### src/design/stick_events_to_servo_frame_macros.svh
// assertion macros for the stick event to servo frame block
`ifndef STICK_EVENTS_TO_SERVO_FRAME_MACROS_SVH
`define STICK_EVENTS_TO_SERVO_FRAME_MACROS_SVH

// same-cycle implication
`define SEFS_ASSERT_IMP(label, ante, cons, msg) \
    label: assert property (@(posedge aclk) disable iff (!aresetn) (ante) |-> (cons)) \
        else $error(msg);

// next-cycle implication
`define SEFS_ASSERT_NXT(label, ante, cons, msg) \
    label: assert property (@(posedge aclk) disable iff (!aresetn) (ante) |=> (cons)) \
        else $error(msg);

`endif

### src/design/sefs_pkg.sv
// types, constants and mix tables for the stick event to servo frame block
package sefs_pkg;

    localparam int SERVO_SLOTS    = 8;
    localparam int BUTTON_SLOTS   = 12;
    localparam int AXIS_SLOTS_DEF = 6;
    localparam int AXIS_FULL      = 32767;
    localparam int ELEVON_CAP     = 180;
    localparam int AX_ROLL        = 0;
    localparam int AX_PITCH       = 1;
    localparam int AX_THROTTLE    = 2;
    localparam int AX_YAW         = 3;
    localparam int AX_PAN         = 4;
    localparam int AX_TILT        = 5;
    localparam logic [3:0] BYTE_PREFIX    = 4'd0;
    localparam logic [3:0] BYTE_SERVO_END = 4'd8;
    localparam logic [3:0] BYTE_BTN_FIRST = 4'd9;
    localparam logic [3:0] BYTE_BTN_END   = 4'd11;
    localparam logic [3:0] BYTE_CHECKSUM  = 4'd12;
    localparam logic [3:0] DIV_EST_STEP   = 4'd1;

    typedef enum logic [1:0] {
        CFG_TOGGLE_MASK,
        CFG_MULTISTATE,
        CFG_DEADZONE,
        CFG_PREFIX
    } cfg_idx_t;

    typedef enum logic [1:0] {
        CMD_BUTTON,
        CMD_AXIS,
        CMD_TICK,
        CMD_NONE
    } cmd_t;

    typedef enum logic [2:0] {
        ST_IDLE,
        ST_EVENT,
        ST_LOAD,
        ST_DIV,
        ST_WB,
        ST_FRAME
    } state_t;

    typedef enum logic [3:0] {
        JOB_ROLL_POS,
        JOB_ROLL_HI,
        JOB_ROLL_NEG,
        JOB_ROLL_LO,
        JOB_YAW,
        JOB_PITCH,
        JOB_THROTTLE,
        JOB_PAN,
        JOB_TILT
    } job_t;

    function automatic logic [7:0] job_gain(input job_t job);
        case (job)
            JOB_ROLL_HI, JOB_ROLL_LO: job_gain = 8'd90;
            JOB_THROTTLE:             job_gain = 8'd254;
            default:                  job_gain = 8'd180;
        endcase
    endfunction

    function automatic logic job_offset(input job_t job);
        case (job)
            JOB_ROLL_POS, JOB_ROLL_HI, JOB_THROTTLE: job_offset = 1'b0;
            default:                                 job_offset = 1'b1;
        endcase
    endfunction

    function automatic logic job_wide(input job_t job);
        case (job)
            JOB_YAW, JOB_PITCH, JOB_PAN, JOB_TILT: job_wide = 1'b1;
            default:                               job_wide = 1'b0;
        endcase
    endfunction

    function automatic int job_axis(input job_t job);
        case (job)
            JOB_YAW:      job_axis = AX_YAW;
            JOB_PITCH:    job_axis = AX_PITCH;
            JOB_THROTTLE: job_axis = AX_THROTTLE;
            JOB_PAN:      job_axis = AX_PAN;
            JOB_TILT:     job_axis = AX_TILT;
            default:      job_axis = AX_ROLL;
        endcase
    endfunction

endpackage

### src/design/stick_events_to_servo_frame.sv
// Stick event to servo frame translator, top level.
// A button or axis event runs from accept to next accept through the accept state, the update
// state, then nine mix jobs, each in the steps load, reciprocal estimate, correction and write
// back, on one shared multiply unit. A tick is accepted and then sends
// 13 output beats, one per cycle when the sink is ready. Only one item is in work.
// Reset (aresetn low at a clock edge) clears the stores and loads the register defaults.
`include "stick_events_to_servo_frame_macros.svh"

module stick_events_to_servo_frame #(
    parameter int AXIS_SLOTS = sefs_pkg::AXIS_SLOTS_DEF
) (
    input  logic        aclk,
    input  logic        aresetn,
    input  logic        s_tvalid,
    output logic        s_tready,
    input  logic [31:0] s_tdata,   // command[1:0], slot_number[9:2], event_value[25:10]
    output logic        m_tvalid,
    input  logic        m_tready,
    output logic [7:0]  m_tdata,   // frame_byte[7:0]
    output logic        m_tlast,
    input  logic        cfg_valid,
    output logic        cfg_ready,
    input  logic [1:0]  cfg_index,
    input  logic [23:0] cfg_data
);
    import sefs_pkg::*;

    localparam int AW = $clog2(AXIS_SLOTS);

    logic [11:0] toggle_mask_reg;
    logic [23:0] multi_reg;
    logic [14:0] deadzone_reg;
    logic [7:0]  prefix_reg;

    state_t state_reg, state_next;
    job_t   job_reg, job_next;
    logic [3:0] step_reg, step_next;
    logic [3:0] byte_reg, byte_next;

    cmd_t               cmd_reg;
    logic [7:0]         slot_reg;
    logic signed [15:0] value_reg;

    logic signed [16:0] axis_reg [AXIS_SLOTS];
    logic [1:0]         btn_reg [BUTTON_SLOTS];
    logic signed [16:0] thr_reg;
    logic [7:0]         servo_reg [SERVO_SLOTS];

    logic [24:0] num_reg;
    logic [8:0]  quo_reg;
    logic [8:0]  yaw_q_reg;
    logic [7:0]  csum_reg;

    logic s_beat, m_beat;
    assign s_beat    = s_tvalid && s_tready;
    assign m_beat    = m_tvalid && m_tready;
    assign cfg_ready = 1'b1;

    // configuration
    always_ff @(posedge aclk) begin
        if (!aresetn) begin
            toggle_mask_reg <= 12'd2048;
            multi_reg       <= 24'd2;
            deadzone_reg    <= 15'd5000;
            prefix_reg      <= 8'hFF;
        end else if (cfg_valid && cfg_ready) begin
            case (cfg_idx_t'(cfg_index))
                CFG_TOGGLE_MASK: toggle_mask_reg <= cfg_data[11:0];
                CFG_MULTISTATE:  multi_reg       <= cfg_data;
                CFG_DEADZONE:    deadzone_reg    <= cfg_data[14:0];
                CFG_PREFIX:      prefix_reg      <= cfg_data[7:0];
                default: ;
            endcase
        end
    end

    // sequencer
    always_ff @(posedge aclk) begin
        if (!aresetn) begin
            state_reg <= ST_IDLE;
            job_reg   <= JOB_ROLL_POS;
            step_reg  <= '0;
            byte_reg  <= '0;
        end else begin
            state_reg <= state_next;
            job_reg   <= job_next;
            step_reg  <= step_next;
            byte_reg  <= byte_next;
        end
    end

    always_comb begin
        state_next = state_reg;
        job_next   = job_reg;
        step_next  = step_reg;
        byte_next  = byte_reg;
        s_tready   = 1'b0;
        m_tvalid   = 1'b0;
        case (state_reg)
            ST_IDLE: begin
                s_tready = 1'b1;
                if (s_tvalid) begin
                    case (cmd_t'(s_tdata[1:0]))
                        CMD_BUTTON, CMD_AXIS: state_next = ST_EVENT;
                        CMD_TICK: begin
                            state_next = ST_FRAME;
                            byte_next  = BYTE_PREFIX;
                        end
                        default: ;
                    endcase
                end
            end
            ST_EVENT: begin
                state_next = ST_LOAD;
                job_next   = JOB_ROLL_POS;
            end
            ST_LOAD: begin
                state_next = ST_DIV;
                step_next  = DIV_EST_STEP;
            end
            ST_DIV: begin
                if (step_reg == 4'd0) begin
                    state_next = ST_WB;
                end else begin
                    step_next = step_reg - 4'd1;
                end
            end
            ST_WB: begin
                if (job_reg == JOB_TILT) begin
                    state_next = ST_IDLE;
                end else begin
                    job_next   = job_t'(job_reg + 4'd1);
                    state_next = ST_LOAD;
                end
            end
            ST_FRAME: begin
                m_tvalid = 1'b1;
                if (m_tready) begin
                    if (byte_reg == BYTE_CHECKSUM) begin
                        state_next = ST_IDLE;
                    end else begin
                        byte_next = byte_reg + 4'd1;
                    end
                end
            end
            default: state_next = ST_IDLE;
        endcase
    end

    always_ff @(posedge aclk) begin
        if (s_beat) begin
            cmd_reg   <= cmd_t'(s_tdata[1:0]);
            slot_reg  <= s_tdata[9:2];
            value_reg <= s_tdata[25:10];
        end
    end

    // button update
    logic [3:0]  bidx;
    logic        b_ok, b_tog, v_one;
    logic [23:0] cnt_shift;
    logic [11:0] tog_shift;
    logic [1:0]  cnt, lvl, lvl_new;

    always_comb begin
        bidx      = slot_reg[3:0];
        b_ok      = slot_reg < 8'(BUTTON_SLOTS);
        cnt_shift = multi_reg >> {bidx, 1'b0};
        tog_shift = toggle_mask_reg >> bidx;
        cnt       = cnt_shift[1:0];
        b_tog     = tog_shift[0];
        v_one     = value_reg == 16'sd1;
        lvl       = b_ok ? btn_reg[bidx] : 2'd0;
        lvl_new   = lvl;
        if (b_tog) begin
            if (v_one) lvl_new = (lvl == 2'd0) ? 2'd1 : 2'd0;
        end else if (cnt != 2'd0) begin
            if (v_one) lvl_new = (lvl < cnt) ? lvl + 2'd1 : 2'd0;
        end else begin
            lvl_new = value_reg[1:0];
        end
    end

    always_ff @(posedge aclk) begin
        if (!aresetn) begin
            for (int i = 0; i < BUTTON_SLOTS; i++) btn_reg[i] <= '0;
        end else if (state_reg == ST_EVENT && cmd_reg == CMD_BUTTON && b_ok) begin
            btn_reg[bidx] <= lvl_new;
        end
    end

    // axis update with deadzone and throttle ratchet
    logic signed [16:0] v_ext, mag, ax_x, ax_neg, ax_pos;
    logic               a_ok, a_thr, a_take;
    logic [AW-1:0]      aidx;

    always_comb begin
        v_ext  = 17'(value_reg);
        mag    = (v_ext < 0) ? -v_ext : v_ext;
        ax_x   = (mag > $signed({2'b00, deadzone_reg})) ? v_ext : 17'sd0;
        ax_neg = -ax_x;
        ax_pos = ax_neg + 17'sd32767;
        aidx   = slot_reg[AW-1:0];
        a_ok   = slot_reg < 8'(AXIS_SLOTS);
        a_thr  = slot_reg == 8'(AX_THROTTLE);
        a_take = (ax_neg > 0) ? (ax_neg > thr_reg) : (ax_pos < thr_reg);
    end

    always_ff @(posedge aclk) begin
        if (!aresetn) begin
            for (int i = 0; i < AXIS_SLOTS; i++) axis_reg[i] <= '0;
            thr_reg <= '0;
        end else if (state_reg == ST_EVENT && cmd_reg == CMD_AXIS && a_ok) begin
            if (a_thr) begin
                if (a_take) begin
                    axis_reg[aidx] <= (ax_neg > 0) ? ax_neg : ax_pos;
                    thr_reg        <= (ax_neg > 0) ? ax_neg : ax_pos;
                end
            end else begin
                axis_reg[aidx] <= ax_x;
            end
        end
    end

    // shared multiply unit, divide by 32767 as reciprocal estimate plus one correction
    logic signed [16:0] sel_axis, roll;
    logic signed [17:0] s_off;
    logic [16:0]        s_pos;
    logic [24:0]        prod, q_sum, q_back, rem;

    always_comb begin
        sel_axis = axis_reg[AW'(job_axis(job_reg))];
        roll     = axis_reg[AW'(AX_ROLL)];
        s_off    = 18'(sel_axis) + (job_offset(job_reg) ? 18'sd32767 : 18'sd0);
        s_pos    = s_off[17] ? 17'd0 : s_off[16:0];
        prod     = 25'(s_pos) * 25'(job_gain(job_reg));
        q_sum    = num_reg + (num_reg >> 15);
        q_back   = {1'b0, quo_reg, 15'd0} - 25'(quo_reg);
        rem      = num_reg - q_back;
    end

    always_ff @(posedge aclk) begin
        if (state_reg == ST_LOAD) begin
            // full-range jobs divide by 65534, so halve first
            num_reg <= job_wide(job_reg) ? (prod >> 1) : prod;
            quo_reg <= '0;
        end else if (state_reg == ST_DIV) begin
            if (step_reg == DIV_EST_STEP) begin
                quo_reg <= q_sum[23:15];
            end else if (rem >= 25'(AXIS_FULL)) begin
                quo_reg <= quo_reg + 9'd1;
            end
        end
        if (state_reg == ST_WB && job_reg == JOB_YAW) yaw_q_reg <= quo_reg;
    end

    // servo write back
    logic [9:0] pm, cl, cr;
    logic       r_pos, r_hi, r_lo;

    always_comb begin
        pm    = 10'd180 - 10'(quo_reg);
        cl    = 10'd180 - 10'(yaw_q_reg) + pm;
        cr    = 10'(yaw_q_reg) + pm;
        if (cl > 10'(ELEVON_CAP)) cl = 10'(ELEVON_CAP);
        if (cr > 10'(ELEVON_CAP)) cr = 10'(ELEVON_CAP);
        r_pos = roll > 0;
        r_hi  = roll >= 17'sd16383;
        r_lo  = roll <= -17'sd16383;
    end

    always_ff @(posedge aclk) begin
        if (!aresetn) begin
            for (int i = 0; i < SERVO_SLOTS; i++) servo_reg[i] <= '0;
        end else if (state_reg == ST_WB) begin
            case (job_reg)
                JOB_ROLL_POS: if (r_pos) servo_reg[2] <= quo_reg[7:0];
                JOB_ROLL_HI:  if (r_hi) servo_reg[3] <= 8'd90 - quo_reg[7:0];
                JOB_ROLL_NEG: if (!r_pos) servo_reg[3] <= quo_reg[7:0];
                JOB_ROLL_LO:  if (r_lo) servo_reg[2] <= 8'd90 - quo_reg[7:0];
                JOB_PITCH: begin
                    servo_reg[4] <= cl[7:0];
                    servo_reg[5] <= cr[7:0];
                end
                JOB_THROTTLE: begin
                    servo_reg[0] <= quo_reg[7:0];
                    servo_reg[1] <= quo_reg[7:0];
                end
                JOB_PAN:  servo_reg[6] <= quo_reg[7:0];
                JOB_TILT: servo_reg[7] <= quo_reg[7:0];
                default: ;
            endcase
        end
    end

    // frame output
    logic [3:0] sidx, bofs;
    logic [1:0] grp;

    always_comb begin
        sidx = byte_reg - 4'd1;
        bofs = byte_reg - BYTE_BTN_FIRST;
        grp  = bofs[1:0];
        if (byte_reg == BYTE_PREFIX) begin
            m_tdata = prefix_reg;
        end else if (byte_reg <= BYTE_SERVO_END) begin
            m_tdata = servo_reg[sidx[2:0]];
        end else if (byte_reg <= BYTE_BTN_END) begin
            m_tdata = {btn_reg[{grp, 2'd0}], btn_reg[{grp, 2'd1}],
                       btn_reg[{grp, 2'd2}], btn_reg[{grp, 2'd3}]};
        end else begin
            m_tdata = csum_reg;
        end
        m_tlast = byte_reg == BYTE_CHECKSUM;
    end

    always_ff @(posedge aclk) begin
        if (s_beat) begin
            csum_reg <= '0;
        end else if (m_beat) begin
            csum_reg <= csum_reg ^ m_tdata;
        end
    end

    `SEFS_ASSERT_IMP(a_one_side, s_tready, !m_tvalid, "input taken while frame is out")
    `SEFS_ASSERT_NXT(a_frame_end, m_beat && m_tlast, s_tready, "no return to idle after frame")
    `SEFS_ASSERT_NXT(a_tick_frame, s_beat && s_tdata[1:0] == CMD_TICK,
                     m_tvalid && !m_tlast && m_tdata == prefix_reg, "tick did not open frame")

endmodule

### config.mk
export PLATFORM = sky130hd
export DESIGN_NAME = stick_events_to_servo_frame
export DESIGN_NICKNAME = d
export VERILOG_FILES = /design/src/design/sefs_pkg.sv /design/src/design/stick_events_to_servo_frame.sv
export VERILOG_INCLUDE_DIRS = /design/src /design/src/design
export SDC_FILE = /design/constraint.sdc
export NUM_CORES = 1
export LEC_CHECK = 0
export BUFFER_PORTS_ARGS = -buffer_cell sky130_fd_sc_hd__buf_2
export CAP_MARGIN = 20
export CORE_ASPECT_RATIO = 2
export CORE_MARGIN = 4
export CORE_UTILIZATION = 55
export CTS_CLUSTER_SIZE = 12
export DETAILED_ROUTE_END_ITERATION = 7
export PLACE_DENSITY = 0.7
export SKIP_CTS_REPAIR_TIMING = 1
export SLEW_MARGIN = 20
export SYNTH_ARGS = -nofsm -noshare
export SYNTH_HDL_FRONTEND = slang
export SYNTH_SLANG_ARGS = --single-unit
export TNS_END_PERCENT = 10
### constraint.sdc
create_clock -name aclk -period 11.1 [get_ports aclk]
set_input_delay 1.665 -clock aclk [delete_from_list [all_inputs] [get_ports aclk]]
set_output_delay 1.665 -clock aclk [all_outputs]
set_load 0.02 [all_outputs]
# --- Word level (Yosys, flattened, before mapping) ---
# Memory sizes are Yosys's and may differ from the RTL's. A register that Yosys moved wholly into a read port is not among the register bits.
# Cells that the tools add are included.
op_classes:
  n_addsub: 19
  n_mul: 1
  div_mod_pow: 0
  order_cmp: 16
  eq_ne: 32
  n_shift: 2
  muxes: 110
  n_bitwise: 12
  reduce_logical: 36
ops:
  columns: ["op", "n"]
  rows:
  - ["$mux 8", 15]
  - ["$mux 17", 6]
  - ["$mux 1", 57]
  - ["$gt 17x1->1 const B", 2]
  - ["$mux 4", 8]
  - ["$ge 25x15->1 const B", 1]
  - ["$mul 17x8->25", 1]
  - ["$sub 24x9->25", 1]
  - ["$sub 25x25->25", 1]
  - ["$add 24x10->24", 1]
  - ["$mux 24", 1]
  - ["$pmux 4 s2", 3]
  - ["$shr 24x5->2", 1]
  - ["$gt 10x8->1 const B", 2]
  - ["$sub 8x9->10 const A", 2]
  - ["$add 17x16->18", 1]
  - ["$mux 9", 2]
  - ["$pmux 3 s6", 1]
  - ["$add 17x16->17 const B", 1]
  - ["$ge 17x15->1 const B", 1]
  - ["$gt 17x16->1", 1]
  - ["$gt 17x17->1", 1]
  - ["$le 17x15->1 const B", 1]
  - ["$lt 17x17->1", 1]
  - ["51 further kinds", 116]
totals:
  regBits: 168
  latchBits: 0
  ramBits: 190
  rom_bits: 0
  inputBits: 63
  n_memories: 3
mem_list:
  columns: ["memory", "depth", "width", "read_ports", "rd_ports_with_merged_regs", "wr", "line_no", "text"]
  rows:
  - ["axis_reg", 6, 17, 2, 0, 6, "stick_events_to_servo_frame.sv:44", "logic signed [16:0] axis_reg [AXIS_SLOTS];"]
  - ["servo_reg", 8, 8, 1, 0, 8, "stick_events_to_servo_frame.sv:47", "logic [7:0] servo_reg [SERVO_SLOTS];"]
  - ["btn_reg", 12, 2, 5, 1, 12, "stick_events_to_servo_frame.sv:45", "logic [1:0] btn_reg [BUTTON_SLOTS];"]

# --- Longest topological paths before layout ---
# Gate-level depths: netlist of run 1.
depth:
  depth_word: 16
  ltp_mapped: 38
  depth_no_buf: 35

# --- Least setup slack after synthesis of run 1 ---
# Ideal clock, no wire load.
synth_timing:
  path_kind: "register to register"
  startpoint: "register job_reg[1]"
  endpoint: "register num_reg[23], data pin"
  t_arrival_ns: 9.397
  setup_slack_ns: 1.540
  path_stages_with_launch: 35
  n_path_buf: 3
  period_less_slack_ns: 9.560
  path_cell_list: "dfxtp_1 inv_1 ha_1 clkbuf_1 nor2_1 o21ai_1 clkbuf_1 mux4_2 mux2_2 ha_1 a21o_1 a21oi_1 o21ai_0 nand2_1 o2111ai_1 nand2_1 o2111a_1 nor3_1 clkbuf_1 nand2_1 fa_1 inv_1 fa_1 fa_1 fa_1 ha_1 o21ai_0 o2bb2ai_1 a31oi_1 a2111oi_0 o31ai_1 o41ai_1 o21bai_1 or4_1 o2111ai_1"
synth_via:
  elab_chain_len: 7
synth_lines:
  columns: ["item", "line_no", "text"]
  rows:
  - ["start, declared", "stick_events_to_servo_frame.sv:36", "job_t job_reg, job_next;"]
  - ["start signal, assigned", "stick_events_to_servo_frame.sv:86", "job_reg <= job_next;"]
  - ["$eq 4x4->1, or another cell as far along", "sefs_pkg.sv:73, sefs_pkg.sv:80", null]
  - ["$pmux 3 s5 / $reduce_or 3->1 (equally long branches)", "sefs_pkg.sv:80, sefs_pkg.sv:66", null]
  - ["$mem_v2 6x17 / $mux 15 (equally long branches)", null, null]
  - ["$add 17x16->18", "stick_events_to_servo_frame.sv:234", "s_off = 18'(sel_axis) + (job_offset(job_reg) ? 18'sd32767 : 18'sd0);"]
  - ["$mux 17", "stick_events_to_servo_frame.sv:235", "s_pos = s_off[17] ? 17'd0 : s_off[16:0];"]
  - ["$mul 17x8->25", "stick_events_to_servo_frame.sv:236", "prod = 25'(s_pos) * 25'(job_gain(job_reg));"]
  - ["$mux 24 *", "stick_events_to_servo_frame.sv:245", "num_reg <= job_wide(job_reg) ? (prod >> 1) : prod;"]
  - ["end signal, assigned", "stick_events_to_servo_frame.sv:245", null]
  - ["end, declared", "stick_events_to_servo_frame.sv:49", "logic [24:0] num_reg;"]
# Mark *: on every way between the ends. The rest lies on a longest branch, timed or not. The select of a mux whose other input is x is not followed.
# A chain may end at the register's enable or synchronous reset.

# --- Worst setup path after layout of run 1 ---
layout_timing:
  startpoint: "register job_reg[0]"
  endpoint: "register num_reg[23], data pin"
# The elaborated chain is that of the path after synthesis.

==> results of run 1 <==
## synth_stat cells (7+ instances only)
cell type	count
a211oi_1	20
a21o_1	36
a21oi_1	174
a22oi_1	7
a31o_2	7
a31oi_1	16
and2_1	19
and3_1	37
buf_1	7
buf_2	10
clkbuf_1	115
dfxtp_1	112
edfxtp_1	284
fa_1	78
ha_1	216
inv_1	249
mux2_2	31
mux2i_1	31
mux4_2	77
nand2_1	340
nand2b_1	25
nand3_1	67
nand3b_1	11
nand4_1	24
nor2_1	258
nor2b_1	25
nor3_1	71
nor3b_1	13
nor4_1	22
o2111ai_1	8
o211ai_1	22
o21a_1	22
o21ai_0	123
o22ai_1	13
o31ai_1	16
or2_2	8
or3_1	15
xnor2_1	84
xor2_1	46
## power by group through the flow
stage | logic (W) | registers, W | clock network [W]
floorplan | 0.00367 | 0.00194 | 0
CTS | 0.00477 | 0.00207 | 0.00135
global placement | 0.00460 | 0.00209 | 0
global route | 0.00538 | 0.00209 | 0.00140
finish | 0.00480 | 0.00207 | 0.00132
detailed placement | 0.00474 | 0.00210 | 0
## area by class of cell
| type | instances | area, um^2 | area share (%) |
|---|---|---|---|
| Multi-Input combinational cell | 2119 | 15980 | 52.41 |
| Sequential cell | 396 | 10770 | 35.33 |
| Clock buffer | 63 | 1117 | 3.665 |
| Inverter | 256 | 960.9 | 3.152 |
| Tap cell | 649 | 812.0 | 2.664 |
| Timing Repair Buffer | 118 | 718.2 | 2.356 |
| Clock inverter | 7 | 130.1 | 0.4269 |
## cell usage in the layout, fill, tap and decap left out, types with 18 or more instances in the layout
cell type    n
nor2_1     256
mux4_2      77
nand2b_1    25
buf_4       51
and3_1      37
mux2_2      31
and2_1      18
clkbuf_16   40
a21o_1      36
fa_1        78
nor4_1      22
a21oi_1    173
o211ai_1    22
dfxtp_1    112
o21a_1      22
nor2b_1     25
a211oi_1    20
nand2_1    340
nand4_1     24
inv_1      249
edfxtp_1   284
ha_1       216
xor2_1      46
conb_1      43
nor3_1      71
o21ai_0    121
xnor2_1     84
buf_2       67
clkbuf_1    20
mux2i_1     31
nand3_1     67
## tightest hold or removal path: stages, from the launching register on
cell and delay, ns:
dfxtp_1 0.31, nand2_1 0.05, a21oi_1 0.05
## per-stage QoR
| step | hold WS [ns] | utilization, % | worst slack [ns] | instances |
|---|---|---|---|---|
| final | 0.4559 | 60.70 | 0.8226 | 3608 |
| after global routing | 0.4732 | 60.70 | 0.01798 | 3608 |
| after CTS | 0.4566 | 60.69 | 0.6838 | 3608 |
| after detailed placement | 0.4482 | 58.20 | 0.7461 | 3538 |
| after global placement | 0.4382 | 58.20 | 0.9857 | 3538 |
| after floorplan | 0.4064 | - | 1.540 | 2906 |
## cell families after synthesis
| group | Yosys count |
|---|---|
| AO/OA/AOI/OAI | 542 |
| XOR/XNOR | 130 |
| adder cells (fa/ha/maj) | 294 |
| buffers and inverters | 391 |
| flip-flops | 396 |
| multiplexers | 139 |
| other | 2 |
| AND/OR/NAND/NOR | 971 |
## path summary, 6_finish.rpt
path / from / end / slack [ns]
setup reg to reg: job_reg[0]$_SDFFE_PN0P_ / num_reg[23]$_DFFE_PP_ / 0.82
setup / recovery: job_reg[0]$_SDFFE_PN0P_ / num_reg[23]$_DFFE_PP_ / 0.82
hold reg to reg: multi_reg[7]$_SDFFE_PN0P_ / multi_reg[7]$_SDFFE_PN0P_ / 0.46
hold / removal: multi_reg[7]$_SDFFE_PN0P_ / multi_reg[7]$_SDFFE_PN0P_ / 0.46
## layer usage
layer / share of wire [%] / vias to the layer above / routed length (um) / global-route usage (%)
met1: 33 / 10590 / 24930 / 26.88
li1: - / 10310 / - / -
met2: 55 / 765 / 41540 / 53.05
met4: 8.1 / 0 / 6133 / 19.05
met5: 0 / - / 0 / 0
met3: 4.1 / 303 / 3122 / 2.596
==> run_results.csv, run 1 <==
group,metric,value,unit
synth,synthesis.area,0.02804,mm^2
sta,finalSetupViolCount,0,
sta,fmax,0.09730,GHz
critical_path,path_common_cell,"fa_1",
power,swShare,45.26,%
placed_design,dp_hpwl,59240,um
floorplanning,die_h,327.3,um
routing,drc,0,
floorplanning,start_util,55.84,%
placed_design,place_area,0.02923,mm^2
synth,yosys.area_share.simple,16.24,%
clock_tree,clk_latency,0.58,ns
power,power_frac_seq,25.3,%
synth,yosys_warnings,0,
sta,worst_pin_slew,1.129,ns
synth,yosys.area_share.xor_xnor,4.060,%
critical_path,startpoint_type,"flop",
critical_path,cp.buffers_inverters,5,
routing,wl,75720,um
power,p_leak,12.69,nW
placed_design,placement.io_buffers,67,
power,p_sw,0.003709,W
synth,synth_edf_count,284,
routing,antenna_left,0,
cells_and_area,diodes,0,
synth,synth-seq-cells,396,
cells_and_area,nFillCells,4334,
routing,vias,21970,
floorplanning,coreArea,0.05022,mm^2
sta,final.period_utilization,92.59,%
cells_and_area,drive_gt1_share,10.78,%
clock_tree,clockBufferDepth,3,
worst_hold_path,hold_depth,2,
clock_tree,clkTransAtPathRegs,0.06,ns
floorplanning,ios,75,
power,design_power_total,0.008195,W
global_routing,overflow,0,
critical_path,cp_slowest_cell,"fa_1",
global_routing,grt_pass1_wl,120300,um
critical_path,crit_type,"flop to flop",
global_routing,grt_max_degree,59,
cells_and_area,largest_reg_flops,136,
cells_and_area,finalInstanceArea,0.03048,mm^2
worst_hold_path,min_path_type,"flop to flop",
routing,via_per_inst,6.089,
clock_tree,cts.sinks,396,
sta,rsz0062_at_grt,"false",
synth,synthCells,2865,
clock_tree,h-tree-depth,2,
power,ir_worst_vdd,191.6,uV
synth,synthAdderAreaFrac,15.21,%
floorplanning,die_x,167.7,um
critical_path,crit_cells,33,
power,p_comb_share,58.5,%
synth,synth_top_flop_cell,"edfxtp_1",
placed_design,gp_congestion,0.9422,
synth,yosysUniqueCellTypes,91,
cells_and_area,fin_nets,3288,
global_routing,antenna_found_initial,0,
power,p_int,0.004486,W
global_routing,first_global_vias,23070,
synth,yosysTopAreaCell,"edfxtp_1",
sta,finClkSkew,0.04046,ns
synth,synthTopCellsByArea,"edfxtp_1 30%, ha_1 9.6%, dfxtp_1 8.0%, mux4_2 6.2%, fa_1 5.6%",
synth,synth_compound_area_share,12.19,%
clock_tree,cts-root-buf,"clkbuf_16",
clock_tree,cts_tree,"built",
floorplanning,dieArea,0.05488,mm^2
sta,slew_violations,0,
power,clkPwrFrac,16.2,%
routing,first_iter_violations,1372,
status,outcome,"finished, final reports clean",
critical_path,crit_arrival,10.69,ns
global_routing,grt_usage,27.46,%
routing,first_pass_iters,5,
sta,min_period,10.28,ns
sta,maxSlewHeadroom,24.32,%
cells_and_area,syn2layout_area_growth,8.709,%
floorplanning,rows,116,
synth,ys_async_sr_fraction,0,%
synth,synth_mux_area_share,8.536,%
critical_path,crit_family,"compound AO/OA/AOI/OAI gates",
critical_path,setup.worst_path.end_class,"flop",
critical_path,critPathMaxFanout,14,
critical_path,r2r_cells,33,
synth,synth_top_family_by_area,"simple AND/OR/NAND/NOR gates",
routing,post_drt_wl_per_cell,20.99,um
synth,avgSynthCellArea,9.788,um^2
clock_tree,cts-buffers-inserted,40,
critical_path,worst_path_largest_cell_delay,0.62,ns
power,powerDensity,268.8,mW/mm^2
sta,hold_viol,0,
sta,fin_tns_setup,0,ns
synth,yosysSeqAreaShare,38.41,%
critical_path,cp_data_required_time,11.51,ns
synth,netlist.area_leader.share,30.41,%
flow_run,cap_violations,0,
Power figures use the tool's default switching activity.
==> run 2, diff against run 1 <==
Settings changed: CTS_BUF_LIST set to sky130_fd_sc_hd__clkbuf_4 sky130_fd_sc_hd__clkbuf_8, GPL_TIMING_DRIVEN set to 1.
==> run 2 against run 1 <==
First-iteration DRC count increased by 5.9%. Sequential power about the same. Total power decreased by 1.9%. Largest cell class unchanged.
==> run_results.csv, run 2 (synthesized netlist as in run 1, its figures left out) <==
group,metric,value,unit
status,outcome,"finished, final reports clean",
critical_path,cp_slowest_cell,"fa_1",
critical_path,setup.worst_path.end_class,"flop",
cells_and_area,syn2layout_area_growth,8.335,%
floorplanning,rows,116,
flow_run,cap_violations,0,
sta,fin_ws,0.8533,ns
placed_design,placement.io_buffers,67,
placed_design,pre_cts_slack,0.7461,ns
routing,first_pass_iters,8,
clock_tree,clkTransAtPathRegs,0.07,ns
routing,via_per_inst,6.052,
clock_tree,clockBufferDepth,3,
routing,post_drt_wl_per_cell,20.71,um
floorplanning,dieArea,0.05488,mm^2
worst_hold_path,min_path_type,"flop to flop",
placed_design,dp_hpwl,59240,um
routing,wl,75390,um
floorplanning,die_x,167.7,um
clock_tree,clk_latency,0.66,ns
sta,min_period,10.25,ns
cells_and_area,fin_nets,3303,
routing,antenna_left,0,
sta,finClkSkew,0.05218,ns
cells_and_area,finalCoreUtilization,60.49,%
floorplanning,start_util,55.84,%
global_routing,grt_pass1_wl,120100,um
clock_tree,cts-buffers-inserted,55,
critical_path,crit_type,"flop to flop",
floorplanning,coreArea,0.05022,mm^2
clock_tree,cts_tree,"built",
cells_and_area,drive_gt1_share,12.04,%
cells_and_area,final_cell_mix,"340 x nand2_1, 284 x edfxtp_1, 256 x nor2_1",
critical_path,reg2reg_slack,0.85,ns
global_routing,grt_max_degree,59,
critical_path,worst_path_largest_cell_delay,0.62,ns
clock_tree,cts-root-buf,"clkbuf_8",
global_routing,first_global_vias,23130,
critical_path,startpoint_type,"flop",
floorplanning,die_h,327.3,um
routing,vias,22040,
power,p_leak,12.70,nW
power,powerDensity,264.7,mW/mm^2
placed_design,gp_congestion,0.9422,
floorplanning,ios,75,
sta,maxSlewHeadroom,23.95,%
critical_path,critPathMaxFanout,14,
power,ir_worst_vdd,177.5,uV
sta,fmax,0.09759,GHz
sta,fin_tns_setup,0,ns
routing,drc,0,
critical_path,cp_data_required_time,11.59,ns
global_routing,antenna_found_initial,2,
clock_tree,cts.sinks,396,
global_routing,overflow,0,
sta,finalSetupViolCount,0,
sta,hold_viol,0,
critical_path,crit_arrival,10.74,ns
cells_and_area,final_common_cell,"nand2_1",
sta,slew_violations,0,
sta,rsz0062_at_grt,"false",
cells_and_area,largest_reg_flops,136,
routing,first_iter_violations,1453,
global_routing,grt_usage,27.39,%
sta,final.period_utilization,92.31,%
clock_tree,h-tree-depth,2,
critical_path,path_common_cell,"fa_1",
sta,worst_pin_slew,1.135,ns
cells_and_area,nFillCells,4383,
==> run 2: cell types whose count changed in the layout (fill, tap and decap cells not counted), moves of 7 or more <==
cell       delta
clkinv_2      +7
clkbuf_1     -20
clkbuf_4     +17
clkbuf_8     +58
clkbuf_16    -40
clkinv_1     +11
==> run 2: layout make-up <==
cell class                      instances  area [um^2]  area share (%)
Clock inverter                         24        172.7          0.5684
Inverter                              256        960.9           3.163
Sequential cell                       396        10770           35.45
Timing Repair Buffer                  118        718.2           2.364
Multi-Input combinational cell       2119        15980           52.59
Clock buffer                           78        967.2           3.184
Antenna cell                            1        2.502        0.008237
Tap cell                              649        812.0           2.673
==> run 2: stage by stage <==
| stage | instance area [um^2] | total power, W | hold slack (ns) | cells |
|---|---|---|---|---|
| floorplan | 28200 | 0.005607 | 0.4064 | 2906 |
| global placement | 29230 | 0.006687 | 0.4382 | 3538 |
| finish | 30380 | 0.008041 | 0.4549 | 3641 |
| CTS | 30370 | 0.008036 | 0.4571 | 3640 |
| detailed placement | 29230 | 0.006833 | 0.4482 | 3538 |
| global route | 30380 | 0.008741 | 0.4740 | 3641 |
==> run 2: layer usage <==
metal	vias up	track usage [%]	routed length, um
met5	-	0	14
met4	2	18.14	5905
met3	302	2.910	3266
met2	746	53.21	41550
met1	10620	26.70	24650
li1	10370	-	-
==> run 2: path summary, 6_finish.rpt <==
path                             start                   endpoint  cells after the start
max            job_reg[0]$_SDFFE_PN0P_      num_reg[23]$_DFFE_PP_                     33
min          multi_reg[2]$_SDFFE_PN0P_  multi_reg[2]$_SDFFE_PN0P_                      2
max reg2reg    job_reg[0]$_SDFFE_PN0P_      num_reg[23]$_DFFE_PP_                     33
min reg2reg  multi_reg[2]$_SDFFE_PN0P_  multi_reg[2]$_SDFFE_PN0P_                      2
==> run 2: worst max-delay path: cells and delay by family, from the launching register on <==
kind / cells / cell delay [ns]
flops: 1 / 0.34
compound gates: 12 / 3.25
buf+inv: 5 / 0.77
simple gates: 7 / 1.86
mux: 2 / 0.78
fa+ha+maj: 7 / 3.07
==> run 2: power by group <==
group	switching [W]	internal, W	total, W
Combinational	0.00288	0.00191	0.00479
Sequential	0.000244	0.00183	0.00207
Clock	0.000566	0.000612	0.00118
